### config.mk
export PLATFORM = sky130hd
export DESIGN_NAME = frl_delay
export DESIGN_NICKNAME = d
export VERILOG_FILES = /design/src/sv/frl_delay.sv
export SDC_FILE = /design/constraint.sdc
export NUM_CORES = 1
export LEC_CHECK = 0
export BUFFER_PORTS_ARGS = -buffer_cell sky130_fd_sc_hd__buf_2
export CORE_MARGIN = 2
export CORE_UTILIZATION = 32
export DETAILED_ROUTE_END_ITERATION = 10
export GPL_ROUTABILITY_DRIVEN = 0
export HOLD_SLACK_MARGIN = 0.08
export PLACE_DENSITY = 0.77
export RECOVER_POWER = 50
export SKIP_CTS_REPAIR_TIMING = 1
export SLEW_MARGIN = 20
export SYNTH_ARGS = -nofsm -noshare
export SYNTH_HDL_FRONTEND = slang
export SYNTH_SLANG_ARGS = --single-unit
### constraint.sdc
create_clock -name clk_i -period 0.8 [get_ports clk_i]
set_input_delay 0.12 -clock clk_i [delete_from_list [all_inputs] [get_ports clk_i]]
set_output_delay 0.12 -clock clk_i [all_outputs]
set_load 0.05 [all_outputs]
### src/sv/frl_delay.sv
// ----------------------------------------------------------------------------
// frl_delay: register delay line
// Carries a value through its register chain to line it up with a longer path.
// ----------------------------------------------------------------------------
module frl_delay #(
  parameter int unsigned W     = 32,
  parameter int unsigned DEPTH = 1
) (
  input  logic         clk_i,
  input  logic [W-1:0] d_i,
  output logic [W-1:0] q_o
);
  logic [W-1:0] tap_q [0:DEPTH-1];

  always_ff @(posedge clk_i) begin
    tap_q[0] <= d_i;
    for (int i = 1; i < DEPTH; i++) begin
      tap_q[i] <= tap_q[i-1];
    end
  end

  assign q_o = tap_q[DEPTH-1];

endmodule

==> flow_summary.yaml <==
job:
  maxCapViolCount: 0
floorplan:
  io_pins: 65
  row_count: 16
  coreArea_mm2: 0.00192
  chipWidth_um: 48.7
  die_h_um: 48.7
  start_util: 0.333
  die-area_mm2: 0.00238
worst_setup_path:
  startpoint_type: "flip-flop"
  cp.required_ps: 680
  critPathMaxFanout: 1
  cp-end-kind: "primary output"
  slowest_delay_ps: 350
  crit_start: "tap_q[0][7]"
  cp_slowest_cell: "dfxtp_2"
  path_delay_family: "flip-flops"
  worstPathArrival_ps: 800
  path_class: "flip-flop to primary output"
  path_cells: "buf_8"
  cp.buffers_inverters: 1
cts:
  path_clk_slew_ps: 80
  clk_path_buf_depth: 2
  clock-root-buffer: "clkbuf_4"
  cts_tree: "done"
  cts_sinks: 32
  cts_buffers: 5
  htree_num_levels: 2
pwr:
  vdd_drop_max_mv: 1.49
  leakagePower_nw: 0.770
  p_per_area_mw_per_mm2: 1930
layout:
  largest_reg_flops: 32
  syn_to_final_growth_pct: 159
  top_regs: "tap_q: 32 flops"
  nets: 168
  multi_input_cells: 0
  multi_input_area_um2: 0
  regMostFlops: "tap_q"
  diodes: 0
  fin_cells: 160
  nFillCells: 92
  seqCellArea_um2: 681
  drive_gt1_frac: 0.759
grt:
  grt_max_degree: 9
  grt_pass1_vias: 495
  antenna_found_initial: 0
  grt_pass1_wl_mm: 1.93
  grt_use_total: 0.115
  gr-total-overflow: 0
drt:
  wl_met2_mm: 1.28
  wl_met3_um: 140
  wl_mm: 2.00
  ant_nets: 0
  met1_length_um: 539
  top_layer_used: "met4"
  firstDrtPassIters: 1
  drc: 0
  viasPerCell: 3.91
  wl_per_cell_um: 12.5
  drt_iter0_drc: 0
  vias: 626
synthesis:
  netlist_area_um2: 641
  syn_nets: 65
  yosysWarnings: 0
  synth-seq-cells: 32
  postSynthCellCount: 32
  ys_types: 1
  synth_area_per_cell_um2: 20.0
  synth_seq_area_share: 1.00
placed_design:
  hpwl_um: 975
  dp.cells: 123
  io_buffer_count: 64
timing:
  holdWs_ps: 440
  maxSlewHeadroom: 0.926
  setup_slack_ps: -118
  tightest_slew_ps: 111
  finalCriticalPeriod_ps: 918
  fmax_ghz: 1.09
  fin_crit_sh: 1.15
  setup_violations: 32
  slew_violations: 0
  hold_viol: 0
  rsz0062_at_grt: "true"
  fin_tns_setup_ps: -3380
hold_path:
  hp-class: "input pin to flip-flop"
  hp-start: "d_i[17]"
outcome:
  status: "finished with violations"
  violations: "negative setup slack"
layout make-up:
cell class            count  share of cell area
tap                      27              0.0204
timing repair buffer     96               0.546
sequential               32               0.411
clock buffer              5              0.0227
metal layers:
metal	global-route usage	vias up
met1	0.0986	284
met5	0	-
met4	0.100	0
li1	-	300
met3	0.0617	6
met2	0.192	36
metrics by stage:
step | area (µm²) | power [mW] | worst slack [ps] | utilization
after floorplan | 641 | 2.04 | 92.7 | -
after global placement | 995 | 2.19 | 146 | 0.518
after detailed placement | 995 | 2.19 | 127 | 0.518
after CTS | 1030 | 2.90 | -230 | 0.537
after global routing | 1660 | 3.35 | -165 | 0.862
final | 1660 | 3.20 | -118 | 0.862
synth_stat cells:
| master | count | area share |
|---|---|---|
| dfxtp_1 | 32 | 1.0 |
final timing paths:
path / endpoint / cells after the start / slack [ps]
worst max-delay path: q_o[7] / 1 / -120
worst min-delay path: tap_q[0][17] / 2 / 440
cells in the final DEF (no fill, tap or decap):
cell type,netlist,layout
buf_8,0,17
buf_6,0,15
buf_2,0,32
clkbuf_4,0,5
dlygate4sd3_1,0,32
dfxtp_2,0,32
report_power, final:
| group | total [mW] | internal (mW) | leakage, nW | switching (mW) |
|---|---|---|---|---|
| Combinational | 0.725 | 0.349 | 0.476 | 0.376 |
| Sequential | 1.74 | 1.70 | 0.270 | 0.0486 |
| Clock | 0.731 | 0.293 | 0.0230 | 0.438 |
cells by family (layout without fill, tap and decap cells):
group,count (synthesis),after routing,synth area share
flops,32,32,1.00
buf+inv,0,101,0
Power figures use the tool's default switching activity.
