===== config.mk =====
export PLATFORM = sky130hd
export DESIGN_NAME = frl_sqrt
export DESIGN_NICKNAME = d
export VERILOG_FILES = /design/src/sv/frl_pkg.sv /design/src/sv/frl_sqrt.sv
export SDC_FILE = /design/constraint.sdc
export NUM_CORES = 2
export LEC_CHECK = 0
export BUFFER_PORTS_ARGS = -buffer_cell sky130_fd_sc_hd__buf_2
export CORE_MARGIN = 2
export CORE_UTILIZATION = 35
export CTS_BUF_LIST = sky130_fd_sc_hd__clkbuf_8
export DETAILED_ROUTE_END_ITERATION = 8
export PLACE_DENSITY = 0.45
export SKIP_LAST_GASP = 1
export SLEW_MARGIN = 0
export SYNTH_ARGS = -nofsm -noshare
export SYNTH_HDL_FRONTEND = slang
export SYNTH_MEMORY_MAX_BITS = 65536
export SYNTH_SLANG_ARGS = --single-unit

===== constraint.sdc =====
create_clock -name clk_i -period 5.9 [get_ports clk_i]
set_clock_uncertainty 0.15 [all_clocks]
set_input_delay 0.885 -clock clk_i [delete_from_list [all_inputs] [get_ports clk_i]]
set_output_delay 0.885 -clock clk_i [all_outputs]
set_load 0.005 [all_outputs]

===== src/sv/frl_pkg.sv =====
// ----------------------------------------------------------------------------
// frl_pkg: shared definitions for the feedrate limit block
// Register indexes, winner codes, datapath widths and pipeline latencies.
// ----------------------------------------------------------------------------
package frl_pkg;

  localparam int unsigned FRAC_BITS_DEF = 16;

  localparam int unsigned DATA_W   = 32;
  localparam int unsigned CFG_IDX_W = 3;
  localparam int unsigned SHARE_W  = 17;
  localparam int unsigned PERIOD_W = 16;

  localparam logic [SHARE_W-1:0]  SHARE_ONE     = 17'h10000;
  localparam logic [SHARE_W-1:0]  SHARE_RESET   = 17'd11796;
  localparam logic [PERIOD_W-1:0] PERIOD_RESET  = 16'd1000;
  localparam logic [DATA_W-1:0]   AXIS_MAX_UNIT = 32'd30;
  // Two times microseconds per second, applied to the chord root.
  localparam logic [20:0]         CHORD_SCALE   = 21'd2000000;

  typedef enum logic [CFG_IDX_W-1:0] {
    REG_VEL_MAX_X   = 3'd0,
    REG_VEL_MAX_Y   = 3'd1,
    REG_ACC_MAX_X   = 3'd2,
    REG_ACC_MAX_Y   = 3'd3,
    REG_ACCEL_SHARE = 3'd4,
    REG_PERIOD      = 3'd5
  } cfg_reg_e;

  typedef enum logic [1:0] {
    WIN_CMD   = 2'd0,
    WIN_VEL   = 2'd1,
    WIN_CHORD = 2'd2,
    WIN_ACCEL = 2'd3
  } win_e;

  // Divider: 32-bit remainder, quotient width chosen per instance.
  localparam int unsigned DIV_W  = 32;
  localparam int unsigned ROOT_W = 32;
  localparam int unsigned RAD_W  = 2 * ROOT_W;

  localparam int unsigned DIV32_LAT = 32 + 1;
  localparam int unsigned DIV64_LAT = 64 + 1;
  localparam int unsigned SQRT_LAT  = ROOT_W + 1;

  // Stage numbers: stage 1 holds the captured input transaction.
  localparam int unsigned S_AXIS  = 2 + DIV32_LAT;
  localparam int unsigned S_LV    = S_AXIS + 1;
  localparam int unsigned S_CSQ   = 3 + SQRT_LAT;
  localparam int unsigned S_CMUL  = S_CSQ + 1;
  localparam int unsigned S_CDIV  = S_CMUL + DIV32_LAT;
  localparam int unsigned S_LC    = S_CDIV + 1;
  localparam int unsigned S_ADIV  = 5 + DIV64_LAT;
  localparam int unsigned S_ALIGN = S_ADIV + SQRT_LAT;
  localparam int unsigned PIPE_LAT = S_ALIGN + 2;

endpackage


===== src/sv/frl_sqrt.sv =====
// ----------------------------------------------------------------------------
// frl_sqrt: pipelined integer square root
// Floor square root of a 64-bit value, one root bit per stage.
// ----------------------------------------------------------------------------
module frl_sqrt (
  input  logic                       clk_i,
  input  logic [frl_pkg::RAD_W-1:0]  rad_i,
  output logic [frl_pkg::ROOT_W-1:0] root_o
);
  import frl_pkg::*;

  logic [RAD_W-1:0]    rad_q  [0:ROOT_W-1];
  logic [ROOT_W+1:0]   rem_q  [0:ROOT_W-1];
  logic [ROOT_W-1:0]   root_q [0:ROOT_W];

  always_ff @(posedge clk_i) begin
    rad_q[0]  <= rad_i;
    rem_q[0]  <= '0;
    root_q[0] <= '0;
  end

  for (genvar s = 1; s <= ROOT_W; s++) begin : g_step
    logic [ROOT_W+3:0] cur;
    logic [ROOT_W+3:0] trial;
    assign cur   = {rem_q[s-1], rad_q[s-1][RAD_W-1 -: 2]};
    assign trial = {2'b00, root_q[s-1], 2'b01};
    always_ff @(posedge clk_i) begin
      if (cur >= trial) begin
        root_q[s] <= {root_q[s-1][ROOT_W-2:0], 1'b1};
      end else begin
        root_q[s] <= {root_q[s-1][ROOT_W-2:0], 1'b0};
      end
    end
    // The last stage only needs its root bit.
    if (s < ROOT_W) begin : g_pass
      logic [ROOT_W+3:0] diff;
      assign diff = cur - trial;
      always_ff @(posedge clk_i) begin
        rad_q[s] <= {rad_q[s-1][RAD_W-3:0], 2'b00};
        if (cur >= trial) begin
          rem_q[s] <= diff[ROOT_W+1:0];
        end else begin
          rem_q[s] <= cur[ROOT_W+1:0];
        end
      end
    end
  end

  assign root_o = root_q[ROOT_W];

endmodule


==> metrics.yaml <==
detailed_routing:
  vias: 63460
  drtIter0Drc: 2885
  wl_um: 214000
  vias_per_cell: 4.707
  wl_per_cell_um: 15.88
  drc_errors: 0
  antenna_left: 0
  drt_first_pass_iters: 5
synth:
  synth_cell_types: 82
  synth-main-ff-cell: "dfxtp_1"
  ys_seq_area_frac: 0.5527
  synth_seq_cells: 2587
  async_reset_ff_frac: 0
  synth_top_area_share: 0.5527
  syn_nets: 9795
  synth.avg_cell_area_um2: 10.22
  netlist_top_cells_count: "dfxtp_1 (2587), inv_1 (714), nand2_1 (623)"
  netlist_instances: 9168
  syn-cell-area_um2: 93690
  synth_most_common_cell: "dfxtp_1"
  synth_edf_count: 0
  ys_top_cells_by_area: "dfxtp_1 (55%), ha_1 (7.5%), xor2_1 (4.1%)"
  yosysWarnings: 0
  yosys.area.top_type: "dfxtp_1"
cells_and_area:
  drive_gt1_frac: 0.09420
  regArea_um2: 51790
  areaGrowthSynthToFinish_pct: 15.26
  multi_input_area_um2: 38620
  fin_nets: 10230
  fillers: 26190
  final_core_util: 0.4063
floorplanning:
  die_w_um: 521.4
  die_area_um2: 271900
  core_area_um2: 265800
  rows: 189
  initial_core_util: 0.3525
  boundaryPins: 97
  dieHeight_um: 521.4
clocking:
  clock_latency_ns: 1.03
  cts_root_buf: "clkbuf_8"
  cts_tree: "yes"
  clock_path_buffers: 4
  clock_sinks: 2587
  cts_resized: 0
  cts_made_buffers: 426
  h-tree-depth: 5
  path_clk_slew_ns: 0.06
grt:
  grt_pass1_vias: 63610
  grt_pass1_wl_um: 341300
  grt_usage: 0.1551
  antenna_found_initial: 6
  grt_max_degree: 61
  grt_overflow_total: 0
power_and_ir_drop:
  p_total_mw: 45.72
  pwr_density_cell_nw_per_um2: 423.3
  vdd_drop_max_mv: 0.1969
  cellLeakagePower_nw: 50.71
min_path:
  hold_path_class: "register to register"
place:
  hpwl_um: 161200
  place_ws_ns: 1.556
  numPortBuffers: 96
  globalplace.congestion: 0.8785
critical_path:
  worstPathMaxFanout: 13
  worstSetupEndpointType: "register"
  critPathKind: "register to register"
  worstPathArrival_ns: 5.09
  cp-start-kind: "register"
  crit_required_ns: 6.63
sta:
  setup-tns-final_ns: 0
  fin_ws_ns: 1.532
  whs_ns: 0.1339
  setup_viol: 0
  rsz0062_at_grt: "false"
  tightest_slew_ns: 1.234
  period_needed_ns: 4.368
  clock.fmax_ghz: 0.2290
  fin_crit_sh: 0.7403
  final-max-slew-violation-count: 0
  max_slew_margin: 0.1641
  hold_violations: 0
job:
  maxCapViolCount: 0
outcome:
  run_status: "finished, final reports clean"
-- cells in the final DEF, fill, tap and decap left out, drive strengths merged, types with 26 or more instances in the layout --
cell         count
dfxtp         2587
inv            860
nand2          623
ha             562
a21oi          561
clkbuf         537
nor2           518
o21ai          506
xor2           441
xnor2          400
a21o           269
nor3           209
nand3          150
buf            126
nor4           125
nand4          104
nand2b         103
o21a           101
or3             90
mux2            79
nor2b           77
or4             76
dlygate4sd3     64
clkinv          64
and3            62
a31oi           52
a211oi          48
o211ai          45
o31ai           42
o21bai          41
or2             37
nand3b          32
and2            28
a2111oi         26
-- stage by stage --
step / std cells / instance area, µm²
after floorplan: 9168 / 93690
after global placement: 12640 / 98230
after detailed placement: 12640 / 98230
after CTS: 13480 / 108000
after global routing: 13480 / 108000
final: 13480 / 108000
-- layer usage --
| metal | wire, µm | track usage | vias to the layer above |
|---|---|---|---|
| met5 | 0 | 0 | - |
| met4 | 6406 | 0.05311 | 0 |
| met3 | 8483 | 0.02419 | 434 |
| met2 | 106000 | 0.2781 | 1126 |
| met1 | 93150 | 0.1874 | 29550 |
| li1 | - | - | 32360 |
-- cell families after synthesis --
kind of cell,after synthesis,synth area share
AO/OA/AOI/OAI,1863,0.1231
AND/OR/NAND/NOR,2319,0.1233
multiplexers,92,0.01088
adder cells (fa/ha/maj),562,0.07505
flip-flops,2587,0.5527
other,1,0.00004002
buffers and inverters,903,0.03626
XOR/XNOR,841,0.07861
-- layout make-up --
class	count	area share
Sequential cell	2587	0.4796
Tap cell	3533	0.04093
Clock inverter	238	0.01599
Antenna cell	3	0.00006951
Inverter	717	0.02492
Timing Repair Buffer	190	0.01247
Multi-Input combinational cell	5678	0.3576
Clock buffer	537	0.06844
-- registers in the layout (all words and copies together) (netlist names) --
register  flops
rad_q      1056
root_q      528
rem_q      1003
-- power breakdown --
group          internal [mW]  switching, mW  leakage [nW]
registers               20.3           2.17          21.7
clock network           9.15           7.09          5.19
logic                   3.12           3.89          23.9
-- worst max-delay path: stages, from the launching register on --
cell      delay (ns)
dfxtp_1         0.33
inv_1           0.05
ha_1            0.22
nor4_1          0.35
nand3_1         0.20
nor4_1          0.99
nor4bb_1        0.43
o211ai_1        0.36
nor2_1          0.22
and2_1          0.41
inv_1           0.31
nor2_1          0.17
a21oi_1         0.05
-- repair_timing --
item	4_1_cts	5_1_grt
endpoints found under the hold margin	64	0
hold buffers	64	0
setup buffers	0	0
-- path summary, 6_finish.rpt --
kind | from | endpoint | slack (ns) | cells past startpoint
worst max register to register | root_q[11][10]$_DFF_P_ | rem_q[0][410]$_DFF_P_ | 1.53 | 12
worst max-delay path | root_q[11][10]$_DFF_P_ | rem_q[0][410]$_DFF_P_ | 1.53 | 12
worst min-delay path | rad_q[1][109]$_DFF_P_ | rad_q[1][175]$_DFF_P_ | 0.13 | 0
worst min register to register | rad_q[1][109]$_DFF_P_ | rad_q[1][175]$_DFF_P_ | 0.13 | 0
No activity file was read; power rests on OpenSTA's default activity.
